`config.mk`:
```
export PLATFORM = sky130hd
export DESIGN_NAME = camera_link_detect_and_trigger
export DESIGN_NICKNAME = d
export VERILOG_FILES = /design/src/sv/cldt_pkg.sv /design/src/sv/cldt_link.sv /design/src/sv/cldt_trigger.sv /design/src/sv/camera_link_detect_and_trigger.sv
export SDC_FILE = /design/constraint.sdc
export NUM_CORES = 1
export LEC_CHECK = 0
export ABC_AREA = 1
export CORE_AREA = 2 2 136 138
export DETAILED_ROUTE_END_ITERATION = 10
export DIE_AREA = 0 0 138 140
export DONT_BUFFER_PORTS = 1
export GPL_TIMING_DRIVEN = 0
export PLACE_DENSITY = 0.67
export SLEW_MARGIN = 40
export SYNTH_ARGS = -nofsm -noshare
export SYNTH_HDL_FRONTEND = slang
export SYNTH_SLANG_ARGS = --single-unit
```
`constraint.sdc`:
```
create_clock -name clk -period 3.9 [get_ports clk]
set_input_delay 0.39 -clock clk [delete_from_list [all_inputs] [get_ports clk]]
set_output_delay 0.39 -clock clk [all_outputs]
set_load 0.05 [all_outputs]
```
`src/sv/cldt_pkg.sv`:
```
// Shared types and codes for the camera link detect and trigger block.
package cldt_pkg;

  localparam int unsigned REG_W = 16;
  localparam int unsigned IDX_W = 8;

  localparam logic [IDX_W-1:0] REG_STATUS_INTERVAL = 8'd0;
  localparam logic [IDX_W-1:0] REG_FOCUS_PULSE     = 8'd1;
  localparam logic [IDX_W-1:0] REG_SHUTTER_PULSE   = 8'd2;
  localparam logic [IDX_W-1:0] REG_LOSS_MARGIN     = 8'd3;

  localparam logic [REG_W-1:0] STATUS_INTERVAL_RST = 16'd100;
  localparam logic [REG_W-1:0] FOCUS_PULSE_RST     = 16'd500;
  localparam logic [REG_W-1:0] SHUTTER_PULSE_RST   = 16'd500;
  localparam logic [REG_W-1:0] LOSS_MARGIN_RST     = 16'd500;

  localparam logic [1:0] LINK_NONE  = 2'd0;
  localparam logic [1:0] LINK_CABLE = 2'd1;
  localparam logic [1:0] LINK_FULL  = 2'd2;

  localparam logic [1:0] BEEP_NONE  = 2'd0;
  localparam logic [1:0] BEEP_FOUND = 2'd1;
  localparam logic [1:0] BEEP_LOST  = 2'd2;

  typedef enum logic [2:0] {
    TRIG_IDLE    = 3'b001,
    TRIG_FOCUS   = 3'b010,
    TRIG_SHUTTER = 3'b100
  } trig_state_t;

  typedef struct packed {
    logic [1:0] status;
    logic [1:0] beep;
  } link_res_t;

  typedef struct packed {
    logic focus;
    logic shutter;
    logic busy;
  } trig_res_t;

endpackage

```
`src/sv/cldt_link.sv`:
```
// Cable and camera detection with loss timing and link status.
module cldt_link #(
  parameter int unsigned TIME_WIDTH = 16
) (
  input  logic                         clk,
  input  logic                         rst,
  input  logic                         accept,
  input  logic                         sample,
  input  logic                         cable,
  input  logic                         cam,
  input  logic [cldt_pkg::REG_W-1:0]   shutter_len,
  input  logic [cldt_pkg::REG_W-1:0]   margin,
  output cldt_pkg::link_res_t          res
);

  localparam int unsigned LW   = TIME_WIDTH + 1;
  localparam int unsigned CMPW = (LW > cldt_pkg::REG_W + 1) ? LW : cldt_pkg::REG_W + 1;

  logic [1:0]    status;
  logic          plugged;
  logic          present;
  logic          prev;
  logic          timing;
  logic [LW-1:0] elapsed;

  logic [1:0]    status_next;
  logic          plugged_next;
  logic          present_next;
  logic          prev_next;
  logic          timing_next;
  logic [LW-1:0] elapsed_next;
  logic [1:0]    beep;

  logic [LW-1:0]   elapsed_inc;
  logic [CMPW-1:0] thresh;
  logic            expired;

  assign elapsed_inc = timing ? ((elapsed == '1) ? elapsed : elapsed + 1'b1) : elapsed;
  assign thresh  = CMPW'({1'b0, shutter_len} + {1'b0, margin});
  assign expired = CMPW'(elapsed_inc) >= thresh;

  always_comb begin
    plugged_next = plugged;
    present_next = present;
    prev_next    = prev;
    timing_next  = timing;
    elapsed_next = elapsed_inc;
    status_next  = status;
    beep         = cldt_pkg::BEEP_NONE;
    if (sample) begin
      if (prev && !cable) begin
        plugged_next = 1'b1;
      end else if (!prev && cable) begin
        plugged_next = 1'b0;
        present_next = 1'b0;
      end
      prev_next = cable;
      if (!plugged_next) begin
        present_next = 1'b0;
        timing_next  = 1'b0;
        elapsed_next = '0;
      end else if (cam && !present_next) begin
        present_next = 1'b1;
        timing_next  = 1'b0;
        elapsed_next = '0;
        beep         = cldt_pkg::BEEP_FOUND;
      end else if (!cam && present_next) begin
        // start timing at the first low sample, judge only at later ones
        if (!timing) begin
          timing_next  = 1'b1;
          elapsed_next = '0;
        end else if (expired) begin
          present_next = 1'b0;
          timing_next  = 1'b0;
          elapsed_next = '0;
          beep         = cldt_pkg::BEEP_LOST;
        end
      end else if (cam && timing) begin
        timing_next  = 1'b0;
        elapsed_next = '0;
      end
      if (!plugged_next) begin
        status_next = cldt_pkg::LINK_NONE;
      end else if (!present_next) begin
        status_next = cldt_pkg::LINK_CABLE;
      end else begin
        status_next = cldt_pkg::LINK_FULL;
      end
    end
  end

  always_ff @(posedge clk) begin
    if (rst) begin
      status  <= cldt_pkg::LINK_NONE;
      plugged <= 1'b0;
      present <= 1'b0;
      prev    <= 1'b1;
      timing  <= 1'b0;
      elapsed <= '0;
    end else if (accept) begin
      status  <= status_next;
      plugged <= plugged_next;
      present <= present_next;
      prev    <= prev_next;
      timing  <= timing_next;
      elapsed <= elapsed_next;
    end
  end

  assign res.status = status_next;
  assign res.beep   = beep;

endmodule

```
`src/sv/cldt_trigger.sv`:
```
// Focus and shutter pulse timing.
module cldt_trigger #(
  parameter int unsigned TIME_WIDTH = 16
) (
  input  logic                         clk,
  input  logic                         rst,
  input  logic                         accept,
  input  logic [1:0]                   status,
  input  logic                         focus_req,
  input  logic                         shutter_req,
  input  logic [cldt_pkg::REG_W-1:0]   focus_len,
  input  logic [cldt_pkg::REG_W-1:0]   shutter_len,
  output cldt_pkg::trig_res_t          res
);

  localparam int unsigned CMPW = (TIME_WIDTH > cldt_pkg::REG_W) ? TIME_WIDTH : cldt_pkg::REG_W;

  cldt_pkg::trig_state_t state, state_next, state_mid;
  logic [TIME_WIDTH-1:0] elapsed, elapsed_next, elapsed_inc;
  logic [cldt_pkg::REG_W-1:0] len;
  logic                       done;

  always_comb begin
    elapsed_inc = elapsed;
    len         = shutter_len;
    unique case (state)
      cldt_pkg::TRIG_IDLE: begin
        elapsed_inc = elapsed;
      end
      cldt_pkg::TRIG_FOCUS: begin
        elapsed_inc = (elapsed == '1) ? elapsed : elapsed + 1'b1;
        len         = focus_len;
      end
      cldt_pkg::TRIG_SHUTTER: begin
        elapsed_inc = (elapsed == '1) ? elapsed : elapsed + 1'b1;
      end
      default: begin
        elapsed_inc = elapsed;
      end
    endcase
  end

  assign done = (state != cldt_pkg::TRIG_IDLE) && (CMPW'(elapsed_inc) >= CMPW'(len));

  always_comb begin
    state_mid    = done ? cldt_pkg::TRIG_IDLE : state;
    elapsed_next = done ? '0 : elapsed_inc;
    state_next   = state_mid;
    // focus wins over shutter
    if (state_mid == cldt_pkg::TRIG_IDLE && status == cldt_pkg::LINK_FULL) begin
      if (focus_req) begin
        state_next   = cldt_pkg::TRIG_FOCUS;
        elapsed_next = '0;
      end else if (shutter_req) begin
        state_next   = cldt_pkg::TRIG_SHUTTER;
        elapsed_next = '0;
      end
    end
  end

  always_ff @(posedge clk) begin
    if (rst) begin
      state   <= cldt_pkg::TRIG_IDLE;
      elapsed <= '0;
    end else if (accept) begin
      state   <= state_next;
      elapsed <= elapsed_next;
    end
  end

  assign res.focus   = (state_next == cldt_pkg::TRIG_FOCUS);
  assign res.shutter = (state_next == cldt_pkg::TRIG_SHUTTER);
  assign res.busy    = (state_next != cldt_pkg::TRIG_IDLE);

endmodule

```
`src/sv/camera_link_detect_and_trigger.sv`:
```
// Top level: configuration, status interval counter and result register.
//
//   channel | direction | handshake          | payload
//   --------+-----------+--------------------+------------------------------------------
//   in      | to block  | in_valid/in_stall  | cable/camera levels, focus/shutter request
//   out     | from block| out_valid/out_stall| link status, drives, busy, beep
//   cfg     | to block  | cfg_valid/cfg_ready| cfg_index, cfg_data
//
// One item per clock unless stalled; its result enters the result register next cycle.
// The state update for an item is a single pass through the detect and trigger logic.
// Reset restores register defaults and clears all detection and pulse state.
// A stalled, full result register holds the next item off; otherwise it is taken at once.
module camera_link_detect_and_trigger #(
  parameter int unsigned TIME_WIDTH = 16
) (
  input  logic                         clk,
  input  logic                         rst,
  input  logic                         in_valid,
  output logic                         in_stall,
  input  logic                         cable_sense_level,
  input  logic                         camera_sense_level,
  input  logic                         focus_request,
  input  logic                         shutter_request,
  output logic                         out_valid,
  input  logic                         out_stall,
  output logic [1:0]                   link_status,
  output logic                         focus_drive,
  output logic                         shutter_drive,
  output logic                         trigger_busy,
  output logic [1:0]                   beep_event,
  input  logic                         cfg_valid,
  output logic                         cfg_ready,
  input  logic [cldt_pkg::IDX_W-1:0]   cfg_index,
  input  logic [cldt_pkg::REG_W-1:0]   cfg_data
);

  localparam int unsigned CMPW = (TIME_WIDTH > cldt_pkg::REG_W) ? TIME_WIDTH : cldt_pkg::REG_W;

  logic [cldt_pkg::REG_W-1:0] status_interval;
  logic [cldt_pkg::REG_W-1:0] focus_pulse;
  logic [cldt_pkg::REG_W-1:0] shutter_pulse;
  logic [cldt_pkg::REG_W-1:0] loss_margin;

  logic [TIME_WIDTH-1:0] check;
  logic [TIME_WIDTH-1:0] check_inc;
  logic [TIME_WIDTH-1:0] check_next;
  logic                  sample;
  logic                  accept;

  cldt_pkg::link_res_t link_res;
  cldt_pkg::trig_res_t trig_res;

  assign cfg_ready = 1'b1;
  assign in_stall  = out_valid && out_stall;
  assign accept    = in_valid && !in_stall;

  always_ff @(posedge clk) begin
    if (rst) begin
      status_interval <= cldt_pkg::STATUS_INTERVAL_RST;
      focus_pulse     <= cldt_pkg::FOCUS_PULSE_RST;
      shutter_pulse   <= cldt_pkg::SHUTTER_PULSE_RST;
      loss_margin     <= cldt_pkg::LOSS_MARGIN_RST;
    end else if (cfg_valid && cfg_ready) begin
      unique case (cfg_index)
        cldt_pkg::REG_STATUS_INTERVAL: status_interval <= cfg_data;
        cldt_pkg::REG_FOCUS_PULSE:     focus_pulse     <= cfg_data;
        cldt_pkg::REG_SHUTTER_PULSE:   shutter_pulse   <= cfg_data;
        cldt_pkg::REG_LOSS_MARGIN:     loss_margin     <= cfg_data;
        default: ;
      endcase
    end
  end

  // advance the interval counter, then sample once it reaches the interval
  assign check_inc  = (check == '1) ? check : check + 1'b1;
  assign sample     = CMPW'(check_inc) >= CMPW'(status_interval);
  assign check_next = sample ? '0 : check_inc;

  always_ff @(posedge clk) begin
    if (rst) begin
      check <= '0;
    end else if (accept) begin
      check <= check_next;
    end
  end

  cldt_link #(.TIME_WIDTH(TIME_WIDTH)) u_link (
    .clk         (clk),
    .rst         (rst),
    .accept      (accept),
    .sample      (sample),
    .cable       (cable_sense_level),
    .cam         (camera_sense_level),
    .shutter_len (shutter_pulse),
    .margin      (loss_margin),
    .res         (link_res)
  );

  cldt_trigger #(.TIME_WIDTH(TIME_WIDTH)) u_trigger (
    .clk         (clk),
    .rst         (rst),
    .accept      (accept),
    .status      (link_res.status),
    .focus_req   (focus_request),
    .shutter_req (shutter_request),
    .focus_len   (focus_pulse),
    .shutter_len (shutter_pulse),
    .res         (trig_res)
  );

  always_ff @(posedge clk) begin
    if (rst) begin
      out_valid <= 1'b0;
    end else if (accept) begin
      out_valid <= 1'b1;
    end else if (!out_stall) begin
      out_valid <= 1'b0;
    end
  end

  always_ff @(posedge clk) begin
    if (accept) begin
      link_status   <= link_res.status;
      focus_drive   <= trig_res.focus;
      shutter_drive <= trig_res.shutter;
      trigger_busy  <= trig_res.busy;
      beep_event    <= link_res.beep;
    end
  end

  a_accept_gives_result: assert property (@(posedge clk) disable iff (rst)
    in_valid && !in_stall |=> out_valid)
    else $error("accepted item produced no result");

  a_busy_matches_drive: assert property (@(posedge clk) disable iff (rst)
    out_valid |-> (trigger_busy == (focus_drive || shutter_drive)) &&
                  !(focus_drive && shutter_drive))
    else $error("trigger busy inconsistent with drives");

  a_found_is_full: assert property (@(posedge clk) disable iff (rst)
    out_valid && beep_event == cldt_pkg::BEEP_FOUND |-> link_status == cldt_pkg::LINK_FULL)
    else $error("camera found beep without full link");

  a_lost_is_cable: assert property (@(posedge clk) disable iff (rst)
    out_valid && beep_event == cldt_pkg::BEEP_LOST |-> link_status == cldt_pkg::LINK_CABLE)
    else $error("camera lost beep with wrong link status");

  a_status_code: assert property (@(posedge clk) disable iff (rst)
    out_valid |-> (link_status <= cldt_pkg::LINK_FULL) && (beep_event <= cldt_pkg::BEEP_LOST))
    else $error("unused status or beep code");

endmodule
```
==> results of run 1 <==
==> Yosys cell counts, types with 4 or more instances <==
library cell | n | area share [%]
sky130_fd_sc_hd__a211oi_1 | 5 | 0.44
sky130_fd_sc_hd__a21oi_1 | 95 | 5.5
sky130_fd_sc_hd__a22oi_1 | 8 | 0.70
sky130_fd_sc_hd__clkbuf_1 | 27 | 1.2
sky130_fd_sc_hd__clkbuf_8 | 5 | 0.80
sky130_fd_sc_hd__clkinv_1 | 4 | 0.17
sky130_fd_sc_hd__dfxtp_1 | 123 | 29
sky130_fd_sc_hd__edfxtp_1 | 7 | 2.4
sky130_fd_sc_hd__ha_1 | 68 | 9.9
sky130_fd_sc_hd__inv_1 | 163 | 7.1
sky130_fd_sc_hd__inv_2 | 5 | 0.22
sky130_fd_sc_hd__mux2i_1 | 15 | 1.7
sky130_fd_sc_hd__nand2_1 | 239 | 10
sky130_fd_sc_hd__nand2_2 | 5 | 0.36
sky130_fd_sc_hd__nand3_1 | 72 | 4.2
sky130_fd_sc_hd__nand4_1 | 30 | 2.2
sky130_fd_sc_hd__nor2_1 | 166 | 7.2
sky130_fd_sc_hd__nor3_1 | 21 | 1.2
sky130_fd_sc_hd__o211ai_1 | 23 | 2.0
sky130_fd_sc_hd__o21ai_0 | 66 | 3.8
sky130_fd_sc_hd__o21bai_1 | 6 | 0.52
sky130_fd_sc_hd__xnor2_1 | 10 | 1.0
sky130_fd_sc_hd__xor2_1 | 31 | 3.2
==> cell families (layout without fill, tap and decap cells) <==
| logic type | count (synthesis) | in the layout |
|---|---|---|
| other cells | 1 | 1 |
| compound gates | 218 | 218 |
| simple gates | 553 | 553 |
| buf+inv | 214 | 277 |
| flops | 130 | 130 |
| xor+xnor | 42 | 42 |
| fa+ha+maj | 69 | 69 |
| mux | 15 | 15 |
==> stage by stage <==
stage          total power [W]  util [%]
6_report               0.00341      56.7
5_1_grt                0.00353      56.7
4_1_cts                0.00340      54.2
3_5_place_dp           0.00183      50.0
3_3_place_gp           0.00182      50.0
2_1_floorplan          0.00173         -
==> worst reg2reg max path: cells and delay by family (launching register included) <==
kind                       cells  cell delay, ps
adders and majority gates      3             860
and+or+nand+nor               14            1290
xor gates and xnor gates       1             290
DFF                            1             350
buffers and inverters          5             490
AOI/OAI and AO/OA              3             500
==> sequential cells by signal, indices dropped and copies added, names as in the netlist, 2 cells and up <==
name / flops
shutter_pulse: 16
u_trigger.elapsed: 16
focus_pulse: 16
check: 16
loss_margin: 16
u_link.elapsed: 17
u_link.status: 2
beep_event: 2
status_interval: 16
link_status: 2
u_trigger.state: 3
==> per-layer routing <==
layer	global-route usage [%]	vias to the layer above	wire, um
met3	5.81	54	1670
met4	8.27	0	638
li1	-	4187	-
met1	30.8	3744	10300
met5	0	-	0
met2	38.6	233	10800
==> layout make-up <==
type                            instances  area share (%)
Buffer                                 42            2.52
Clock buffer                           19            4.39
Inverter                              172            6.43
Multi-Input combinational cell        898            53.6
Sequential cell                       130            26.7
Clock inverter                         13            1.24
Timing Repair Buffer                   31            2.31
Tap cell                              229            2.84
==> timing repair <==
item,4_1_cts,5_1_grt
setup buffers,7,23
endpoints found under the setup margin,40,47
resized for setup,28,60
cloned,0,1
pin swaps,8,44
==> final timing paths <==
| kind | from | to | slack [ps] | cells after the start |
|---|---|---|---|---|
| setup / recovery | shutter_pulse[0] | u_trigger.elapsed[11] | 30 | 26 |
| setup reg to reg | shutter_pulse[0] | u_trigger.elapsed[11] | 30 | 26 |
| hold / removal | in_valid | out_valid | 110 | 2 |
| hold reg to reg | status_interval[12] | status_interval[12] | 460 | 2 |
==> where the power goes <==
group          switching (W)  total (W)  leakage [nW]  internal [W]
sequential         0.0000485    0.00142          1.07       0.00137
clock               0.000656    0.00156         0.277      0.000904
combinational       0.000284   0.000427          3.28      0.000143
total               0.000988    0.00341          4.63       0.00242
==> layout by cell type (no fill, tap or decap), types with 10 or more instances in the layout <==
cell type                   instances
sky130_fd_sc_hd__a21oi_1           89
sky130_fd_sc_hd__buf_4             32
sky130_fd_sc_hd__clkbuf_1          27
sky130_fd_sc_hd__clkbuf_16         17
sky130_fd_sc_hd__dfxtp_1          113
sky130_fd_sc_hd__ha_1              58
sky130_fd_sc_hd__inv_1            162
sky130_fd_sc_hd__mux2i_1           15
sky130_fd_sc_hd__nand2_1          232
sky130_fd_sc_hd__nand3_1           66
sky130_fd_sc_hd__nand4_1           30
sky130_fd_sc_hd__nor2_1           160
sky130_fd_sc_hd__nor3_1            17
sky130_fd_sc_hd__o211ai_1          23
sky130_fd_sc_hd__o21ai_0           63
sky130_fd_sc_hd__xnor2_1           10
sky130_fd_sc_hd__xor2_1            29
==> results.txt, run 1 <==
----------------------------------------------------
[Clocking]
  Post-CTS clock slew at the launch and capture registers of the worst setup and hold paths ... 60 ps
  Htree depth ... 4
  Number of buffers created by CTS ... 17
  Clock Root Buffer ... sky130_fd_sc_hd__clkbuf_16
  Maximum clock path buffer count ... 2
  CTS hold repair buffers ... 0
  Number of clock sinks ... 130
  Clock insertion delay at the later pin of the skew report ... approximately 440 ps
  Clock tree from TritonCTS ... built

[Timing]
  Remaining max-slew budget at the tightest pin ... approximately 50%
  Number of hold violations in the final report ... 0
  Least-Margin Pin Slew ... between 700 and 800 ps
  Final Critical Period ... 3870 ps
  Worst slack on hold paths ... 110 ps
  Setup Viol. Count Final ... 0
  Final clock period utilization by the worst path ... between 90 and 100%
  Fin Setup TNS ... 0 ps
  Setup slack after layout ... about 32 ps
  Worst clock skew ... 15.7 ps
  FMAX ... 0.259 GHz
  Unrepaired setup endpoints after global routing ... true
  Count of pins over their slew limit ... 0

[Place]
  Placed wire-length estimate after detailed placement ... 17.4 mm
  Count of port buffers added during placement ... 0
  Post-Place Cell Area ... 0.00889 mm^2
  Setup Slack @ Placement ... -496 ps
  Final weighted congestion of routability-driven global placement ... approximately 0.91
  Cell count after placement ... 1471

[Logic synthesis]
  Proportion of register bits with asynchronous set or reset after synthesis ... 0%
  Post-Synthesis Cells ... 1242
  FF+latch count, synth ... 130
  Post-Synth XOR/XNOR Area ... 4.36%
  Synth Cell Area ... 0.00860 mm^2
  Primary flip-flop cell chosen by synthesis mapping ... sky130_fd_sc_hd__dfxtp_1
  Synth cell types ... 55
  Dominant combinational cell family by area after synthesis ... simple AND/OR/NAND/NOR gates
  Share of cell area taken by muxes after synthesis ... 1.74%
  Part of the Yosys area used for sequential elements ... a little under a third
  Average footprint of a synthesized cell ... approximately 6.9 um^2
  Post-synth EDFFs ... 7
  Post-synthesis net count ... 1344
  Post-Synth Simple-Gate Area ... 27.9%
  Complex-gate fraction of the synthesized area ... 14.4%
  Yosys Warn Count ... 0
  Synth Area in Adders ... 10.1%

[Finish]
  Final standard cell area without fillers ... 0.0101 mm^2
  Area of the multi-input gates ... approximately 0.0054 mm^2
  Ratio of cells with drive above 1 in the final layout ... between 10% and 20%
  Net count, final ... 1394
  Ant diodes ... 0
  Finished Layout Cells ... 1534
  Area growth from synthesis to layout ... 17.2%
  # fillers ... roughly 1.7k
  Register Area ... 0.00269 mm^2

[Die]
  Chip Height ... 140 um
  Starting density of the core ... 48.4%
  # rows ... 49
  Die width ... 138 um
  CORE AREA ... 0.0178 mm^2
  Die ar. ... between 0.015 and 0.02 mm^2
  Count of boundary I/O pins ... 43

[Worst setup path]
  CP dominant cell by count ... sky130_fd_sc_hd__nand2_1
  Worst stage delay on the critical path ... 420 ps
  Max FO, Critical Path ... 6
  CP Data Arrival Time ... 4210 ps
  Kind of capture point of the worst setup path ... register
  Buffering stage count on the worst path with inverters included ... 5
  Critical Path Start Type ... register
  Start-to-end type of the worst setup path ... reg2reg
  Critical-path top delay cell ... sky130_fd_sc_hd__fa_2
  Required time at the endpoint of the critical path ... 4240 ps
  Top Family by Delay on Critical Path ... simple AND/OR/NAND/NOR gates

[Global route]
  Vias in the first global route ... 7481
  Pin count of the biggest net entering global routing ... 17
  Remaining global-route overflow ... 0
  Number of antenna violations at the first check in global routing ... 0
  First-pass GRT wire length ... 37.0 mm
  Global router's overall resource usage ... roughly a quarter

[Worst hold path]
  Worst min path class ... in2reg

[Detailed routing]
  Via count ... slightly above 8k
  Drt pass-1 iters ... 7
  Final wirelength ... 23.4 mm
  Number of design-rule violations left by the first detailed-router iteration ... between 500 and 600
  Remaining routing DRC violations ... 0
  DR WL/cell ... 15.3 um
  Detail Route Antenna Nets ... 0
  Post-DR vias/cell ... 5.36

[Status]
  Outcome ... finished clean

[Pwr]
  P per Cell Area ... 338 mW/mm^2
  IR Drop Worst-Case VDD ... 0.321 mV
  Total leakage power ... 4.63 nW

[Run]
  Number of maximum-capacitance violations ... 0

----------------------------------------------------
Power figures use the tool's default switching activity.
==> run 2, diff against run 1 <==
- CELL_PAD_IN_SITES_DETAIL_PLACEMENT: not set -> 1
- CELL_PAD_IN_SITES_GLOBAL_PLACEMENT: not set -> 2
- CORE_AREA: 2 2 136 138 -> 2 2 156 158
- DIE_AREA: 0 0 138 140 -> 0 0 158 160
- PLACE_DENSITY: 0.67 -> 0.84
==> run 2 against run 1 <==
Against the previous run: the run now ends with setup timing left; cell area grew 5.1%; setup slack worse by 73 ps; sequential share of layout area fell by 1.3 points; clock-buffer cell count is 1 higher; global-route usage is 1.2 points lower; non-clock buffer count rose by 10; sequential cell count unchanged; combinational power is 11% higher; clock power rose by 8%; core utilization is 12 points lower; largest cell class unchanged; largest power group unchanged.
==> results.txt, run 2 (same netlist as run 1, synthesis figures left out) <==
----------------------------------------------------
[Pwr]
  Internal power ... 0.00254 W (was 0.00242 W)
  Part of the power in registers ... 39.8% (was 41.7%)
  Switching power as a share of total power ... 28.8% (was 29.0%)
  P per Cell Area ... 337 mW/mm^2 (was 338 mW/mm^2)
  Comb pwr share ... 13.2% (was 12.5%)
  Total leakage power ... 4.76 nW (was 4.63 nW)
  IR Drop Worst-Case VDD ... 0.255 mV (was 0.321 mV)
  Switching Power ... 0.00103 W (was 0.000988 W)
  Clock Power Share ... 47.0% (was 45.8%)

[Place]
  Cell count after placement ... 1566 (was 1471)
  Placed wire-length estimate after detailed placement ... 21.1 mm (was 17.4 mm)
  Final weighted congestion of routability-driven global placement ... 0.817 (was 0.909)
  Post-Place Cell Area ... 0.00901 mm^2 (was 0.00889 mm^2)
  Count of port buffers added during placement ... 0 (unchanged)

[Global route]
  Global router's overall resource usage ... 22.5% (was 23.7%)
  Vias in the first global route ... 8220 (was 7481)
  First-pass GRT wire length ... 44.1 mm (was 37.0 mm)
  Number of antenna violations at the first check in global routing ... 0 (unchanged)
  Pin count of the biggest net entering global routing ... 17 (unchanged)
  Remaining global-route overflow ... 0 (unchanged)

[Detailed routing]
  Drt pass-1 iters ... 5 (was 7)
  DR WL/cell ... 17.5 um (was 15.3 um)
  Detail Route Antenna Nets ... 0 (unchanged)
  Number of design-rule violations left by the first detailed-router iteration ... 385 (was 519)
  Via count ... 8303 (was 8218)
  Remaining routing DRC violations ... 0 (unchanged)
  Final wirelength ... 28.6 mm (was 23.4 mm)
  Post-DR vias/cell ... 5.07 (was 5.36)

[Die]
  CORE AREA ... 0.0238 mm^2 (was 0.0178 mm^2)
  Die ar. ... 0.0253 mm^2 (was 0.0193 mm^2)
  # rows ... 57 (was 49)
  Starting density of the core ... 36.1% (was 48.4%)
  Die width ... 158 um (was 138 um)
  Chip Height ... 160 um (was 140 um)
  Count of boundary I/O pins ... 43 (unchanged)

[Timing]
  Setup slack after layout ... -41.2 ps (was 31.7 ps)
  Least-Margin Pin Slew ... 751 ps (was 739 ps)
  Final Critical Period ... 3940 ps (was 3870 ps)
  Worst clock skew ... 12.8 ps (was 15.7 ps)
  Setup Viol. Count Final ... 11 (was 0)
  Count of pins over their slew limit ... 0 (unchanged)
  FMAX ... 0.254 GHz (was 0.259 GHz)
  Remaining max-slew budget at the tightest pin ... 49.9% (was 50.7%)
  Unrepaired setup endpoints after global routing ... true (unchanged)
  Number of hold violations in the final report ... 0 (unchanged)
  Final clock period utilization by the worst path ... 101% (was 99.2%)

[Worst setup path]
  Max FO, Critical Path ... 6 (unchanged)
  Register-to-register setup slack ... -40 ps (was 30 ps)
  CP Data Arrival Time ... 4220 ps (was 4210 ps)
  Launching point of the worst reg2reg path ... shutter_pulse[1] (was shutter_pulse[0])
  List of cells traversed by the critical path ... buf_6, fa_2, a31oi_4, inv_2, a21o_1, nand2_1, a21oi_1, nor2_1, xor2_1, ha_1, nand2_1, nand2_1, nand2_2, nand2_2, a21oi_2, nand4_1, nand2_2, nand2_2, nand2_2, nand2_2, nand2_4, nand4_1, nand3_1, a21oi_1
  Levels on crit path ... 24 (was 26)
  Critical Path Start Type ... register (unchanged)
  Critical Path Sink ... u_trigger.elapsed[8] (was u_trigger.elapsed[11])
  Start-to-end type of the worst setup path ... reg2reg (unchanged)
  Kind of capture point of the worst setup path ... register (unchanged)
  Critical-path top delay cell ... sky130_fd_sc_hd__fa_2 (unchanged)
  CP dominant cell by count ... sky130_fd_sc_hd__nand2_2 (was sky130_fd_sc_hd__nand2_1)
  Reg-to-Reg End ... u_trigger.elapsed[8] (was u_trigger.elapsed[11])
  Length in cells of the worst reg-to-reg path ... 24 (was 26)
  Origin of the worst setup path ... shutter_pulse[1] (was shutter_pulse[0])
  Buffering stage count on the worst path with inverters included ... 2 (was 5)
  Top Family by Delay on Critical Path ... simple AND/OR/NAND/NOR gates (unchanged)
  Worst stage delay on the critical path ... 420 ps (about the same)
  Required time at the endpoint of the critical path ... 4180 ps (was 4240 ps)

[Finish]
  Most used cells in the layout excluding fill and tap cells ... 222 x sky130_fd_sc_hd__nand2_1, 159 x sky130_fd_sc_hd__inv_1, 156 x sky130_fd_sc_hd__nor2_1 (was 232 x sky130_fd_sc_hd__nand2_1, 162 x sky130_fd_sc_hd__inv_1, 160 x sky130_fd_sc_hd__nor2_1)
  # fillers ... 3006 (was 1740)
  Max FFs per register ... 17 (unchanged)
  Net count, final ... 1404 (was 1394)
  Leading cell type in the layout, fill and taps excluded ... sky130_fd_sc_hd__nand2_1 (unchanged)
  Finished Layout Cells ... 1639 (was 1534)
  Area growth from synthesis to layout ... 23.2% (was 17.2%)
  Largest register by flop count ... u_link.elapsed (unchanged)
  Core utilization of the finished layout ... 44.5% (was 56.7%)
  Final standard cell area without fillers ... 0.0106 mm^2 (was 0.0101 mm^2)
  Ant diodes ... 0 (unchanged)
  Register Area ... 0.00270 mm^2 (was 0.00269 mm^2)
  Area of the multi-input gates ... 0.00566 mm^2 (was 0.00541 mm^2)
  Ratio of cells with drive above 1 in the final layout ... 17.5% (was 12.7%)

[Clocking]
  Post-CTS clock slew at the launch and capture registers of the worst setup and hold paths ... 60 ps (about the same)
  Clock tree from TritonCTS ... built (unchanged)
  Clock Root Buffer ... sky130_fd_sc_hd__clkbuf_16 (unchanged)
  Htree depth ... 4 (unchanged)
  Clock insertion delay at the later pin of the skew report ... 430 ps (was 440 ps)
  Number of clock sinks ... 130 (unchanged)
  Maximum clock path buffer count ... 2 (unchanged)
  Number of buffers created by CTS ... 17 (unchanged)
  CTS hold repair buffers ... 0 (unchanged)

[Worst hold path]
  Worst min path class ... in2reg (unchanged)
  Worst hold path depth ... 2 (unchanged)

[Run]
  Number of maximum-capacitance violations ... 0 (unchanged)

[Status]
  Violated checks ... setup timing
  Outcome ... finished with violations (was finished clean)

----------------------------------------------------
run 2: metal layers:
layer | part of all wire [%] | global-route usage, % | vias to the layer above | wire (um)
met3 | 3.9 | 3.88 | 37 | 1110
met2 | 48 | 36.7 | 141 | 13600
li1 | - | - | 4201 | -
met5 | 0 | 0 | - | 0
met4 | 1.8 | 5.77 | 0 | 515
met1 | 47 | 30.6 | 3924 | 13400
run 2: cell type report:
cell class	instances	share of cell area, %
Clock buffer	20	4.51
Buffer	42	2.47
Multi-Input combinational cell	898	53.4
Tap cell	324	3.82
Inverter	172	6.11
Timing Repair Buffer	41	3.01
Sequential cell	130	25.4
Clock inverter	12	1.22
run 2: worst min path at each step:
stage / from / to / slack (ps)
finish: in_valid / out_valid / 120
global route: in_valid / out_valid / 130
CTS: in_valid / out_valid / 110
detailed placement: focus_pulse[0] / focus_pulse[0] / 450
global placement: focus_pulse[0] / focus_pulse[0] / 440
floorplan: focus_pulse[0] / focus_pulse[0] / 420
run 2: power by group through the flow:
stage	combinational (W)	sequential [W]	clock, W
global route	0.000525	0.00142	0.00177
finish	0.000473	0.00142	0.00168
global placement	0.000391	0.00145	0
CTS	0.000427	0.00142	0.00172
detailed placement	0.000398	0.00145	0
floorplan	0.000286	0.00144	0
run 2: stage by stage:
stage,hold slack [ps],worst slack [ps],total power (W),TNS (ps)
floorplan,425,325,0.00173,0
global placement,442,-578,0.00184,-17710
detailed placement,452,-595,0.00185,-18360
CTS,106,-57.9,0.00357,-545
global route,129,-239,0.00372,-4450
finish,120,-41.2,0.00357,-173
run 2: repair_timing:
action | CTS | global route
buffers inserted | 19 | 21
endpoints found under the setup margin | 40 | 50
endpoints found under the hold margin | 0 | 0
pin swaps | 29 | 63
gates cloned | 1 | 0
gates resized for setup | 58 | 95
==> run 3, diff against run 2 <==
- SETUP_SLACK_MARGIN: not set -> 0.4
- clock period: 3.9 -> 3.77 ns (I/O delays scaled with it)
==> run 3 against run 2 <==
Against the previous run: register-to-register slack worse by 190 ps; first-iteration DRC count rose by 13%; sequential cell count unchanged; clock power is 9% higher; critical path depth grew 3; via count is 1.1% higher; non-clock buffer count is 14 higher; highest routed layer unchanged; the run still ends with setup timing left; clock skew down 0.90 ps; wire length up 1.6%.
==> results.txt, run 3 (same netlist as run 1, synthesis figures left out) <==
----------------------------------------------------
[Detailed routing]
  Top layer in use ... met4 (unchanged)
  DR WL/cell ... 17.6 um (was 17.5 um)
  Via count ... 8392 (was 8303)
  Detail Route Antenna Nets ... 0 (unchanged)
  Drt pass-1 iters ... 4 (was 5)
  Post-DR vias/cell ... 5.08 (was 5.07)
  Total routed wire length on the met1 layer ... 13.5 mm (was 13.4 mm)
  WL met3 ... 912 um (was 1.11 mm)
  Remaining routing DRC violations ... 0 (unchanged)
  Met2 WL post-DR ... 14.3 mm (was 13.6 mm)
  Final wirelength ... 29.1 mm (was 28.6 mm)
  Number of design-rule violations left by the first detailed-router iteration ... 435 (was 385)

[Place]
  Placed wire-length estimate after detailed placement ... 21.2 mm (was 21.1 mm)
  Count of port buffers added during placement ... 0 (unchanged)
  Setup Slack @ Placement ... -476 ps (was -595 ps)
  Final weighted congestion of routability-driven global placement ... 0.818 (was 0.817)

[Clocking]
  Htree depth ... 4 (unchanged)
  Clock tree from TritonCTS ... built (unchanged)
  Clock Root Buffer ... sky130_fd_sc_hd__clkbuf_16 (unchanged)
  Clock insertion delay at the later pin of the skew report ... 430 ps (about the same)
  CTS hold repair buffers ... 0 (unchanged)
  Number of buffers created by CTS ... 17 (unchanged)
  Number of clock sinks ... 130 (unchanged)
  Post-CTS clock slew at the launch and capture registers of the worst setup and hold paths ... 70 ps (was 60 ps)
  Maximum clock path buffer count ... 2 (unchanged)

[Global route]
  Remaining global-route overflow ... 0 (unchanged)
  Number of antenna violations at the first check in global routing ... 0 (unchanged)
  Global router's overall resource usage ... 23.2% (was 22.5%)
  First-pass GRT wire length ... 45.4 mm (was 44.1 mm)
  Pin count of the biggest net entering global routing ... 17 (unchanged)
  Vias in the first global route ... 8520 (was 8220)

[Timing]
  Final clock period utilization by the worst path ... 106% (was 101%)
  Least-Margin Pin Slew ... 927 ps (was 751 ps)
  Setup Viol. Count Final ... 39 (was 11)
  FMAX ... 0.250 GHz (was 0.254 GHz)
  Final Critical Period ... 4000 ps (was 3940 ps)
  Number of hold violations in the final report ... 0 (unchanged)
  Count of pins over their slew limit ... 0 (unchanged)
  Remaining max-slew budget at the tightest pin ... 38.2% (was 49.9%)
  Unrepaired setup endpoints after global routing ... true (unchanged)
  Setup slack after layout ... -235 ps (was -41.2 ps)
  Worst clock skew ... 11.9 ps (was 12.8 ps)

[Finish]
  Leading cell type in the layout, fill and taps excluded ... sky130_fd_sc_hd__nand2_1 (unchanged)
  Largest register by flop count ... u_link.elapsed (unchanged)
  Most used cells in the layout excluding fill and tap cells ... 204 x sky130_fd_sc_hd__nand2_1, 154 x sky130_fd_sc_hd__inv_1, 146 x sky130_fd_sc_hd__nor2_1 (was 222 x sky130_fd_sc_hd__nand2_1, 159 x sky130_fd_sc_hd__inv_1, 156 x sky130_fd_sc_hd__nor2_1)
  Ant diodes ... 0 (unchanged)
  Register Area ... 0.00271 mm^2 (was 0.00270 mm^2)
  Max FFs per register ... 17 (unchanged)
  Ratio of cells with drive above 1 in the final layout ... 24.2% (was 17.5%)
  # fillers ... 3000 (was 3006)
  Net count, final ... 1418 (was 1404)
  Area of the multi-input gates ... 0.00606 mm^2 (was 0.00566 mm^2)
  Area growth from synthesis to layout ... 30.4% (was 23.2%)

[Pwr]
  Switching Power ... 0.00118 W (was 0.00103 W)
  Part of the power in registers ... 37.8% (was 39.8%)
  Final total power ... 0.00389 W (was 0.00357 W)
  IR Drop Worst-Case VDD ... 0.264 mV (was 0.255 mV)
  Total leakage power ... 5.01 nW (was 4.76 nW)
  Switching power as a share of total power ... 30.2% (was 28.8%)
  Comb pwr share ... 15.3% (was 13.2%)
  P per Cell Area ... 347 mW/mm^2 (was 337 mW/mm^2)
  Internal power ... 0.00272 W (was 0.00254 W)
  Clock Power Share ... 46.9% (was 47.0%)

[Worst setup path]
  Worst stage delay on the critical path ... 390 ps (was 420 ps)
  Buffering stage count on the worst path with inverters included ... 4 (was 2)
  Required time at the endpoint of the critical path ... 4050 ps (was 4180 ps)
  Top Family by Delay on Critical Path ... simple AND/OR/NAND/NOR gates (unchanged)
  Max FO, Critical Path ... 4 (was 6)
  CP dominant cell by count ... sky130_fd_sc_hd__nand2_2 (unchanged)
  Levels on crit path ... 27 (was 24)
  Kind of capture point of the worst setup path ... register (unchanged)
  Critical-path top delay cell ... sky130_fd_sc_hd__fa_2 (unchanged)
  Start-to-end type of the worst setup path ... reg2reg (unchanged)
  CP Data Arrival Time ... 4280 ps (was 4220 ps)
  Critical Path Start Type ... register (unchanged)
  Length in cells of the worst reg-to-reg path ... 27 (was 24)

[Die]
  CORE AREA ... 0.0238 mm^2 (unchanged)
  # rows ... 57 (unchanged)
  Starting density of the core ... 36.1% (unchanged)
  Chip Height ... 160 um (unchanged)
  Count of boundary I/O pins ... 43 (unchanged)
  Die ar. ... 0.0253 mm^2 (unchanged)
  Die width ... 158 um (unchanged)

[Status]
  Violated checks ... setup timing (unchanged)
  Outcome ... finished with violations (unchanged)

[Run]
  Number of maximum-capacitance violations ... 0 (unchanged)

[Worst hold path]
  Worst min path class ... in2reg (unchanged)
  Worst hold path depth ... 2 (unchanged)

----------------------------------------------------
-- run 3: changes by cell type in the layout (fill, tap and decap cells not counted), sizes merged --
cell / delta
clkbuf: -4
clkinv: -5
inv: +7
bufinv: +1
buf: +17
clkinvlp: -2
-- run 3: repair_timing --
action	4_1_cts	5_1_grt
endpoints found under the setup margin	63	65
hold endpoints to repair	0	0
cloned	2	0
setup buffers	36	17
gates resized for setup	102	150
pin swaps	60	67
-- run 3: power groups by stage --
stage / combinational, W / clock (W) / sequential [W]
2_1_floorplan: 0.000303 / 0 / 0.00149
3_3_place_gp: 0.000419 / 0 / 0.00150
3_5_place_dp: 0.000427 / 0 / 0.00150
4_1_cts: 0.000513 / 0.00185 / 0.00147
5_1_grt: 0.000652 / 0.00190 / 0.00147
6_report: 0.000595 / 0.00183 / 0.00147
-- run 3: final timing paths --
| check | from | end | slack (ps) |
|---|---|---|---|
| min | cfg_data[1] | shutter_pulse[1] | 110 |
| max | shutter_pulse[0] | u_trigger.elapsed[4] | -230 |
| max reg2reg | shutter_pulse[0] | u_trigger.elapsed[4] | -230 |
| min reg2reg | focus_pulse[0] | focus_pulse[0] | 470 |
-- run 3: area by class of cell --
cell class | instances | share of cell area [%]
clock buffer | 19 | 3.95
clock inverter | 13 | 1.65
tap | 324 | 3.61
inverter | 172 | 5.83
timing repair buffer | 55 | 4.45
sequential | 130 | 24.1
multi-input combinational | 898 | 54.0
buffer | 42 | 2.36
-- run 3: per-stage QoR --
stage	utilization, %	hold slack [ps]	setup TNS (ps)	area, um^2	cells
finish	47.1	114	-6260	11200	1653
global route	47.1	109	-15730	11200	1653
CTS	44.1	93.9	-1960	10500	1636
detailed placement	38.3	442	-12470	9120	1566
global placement	38.3	438	-10590	9120	1566
floorplan	-	425	0	8710	1242
-- run 3: routing by layer --
| metal | track usage, % | vias up |
|---|---|---|
| met5 | 0 | - |
| met2 | 39.1 | 97 |
| met1 | 30.3 | 4043 |
| met3 | 4.75 | 26 |
| met4 | 5.32 | 0 |
| li1 | - | 4226 |
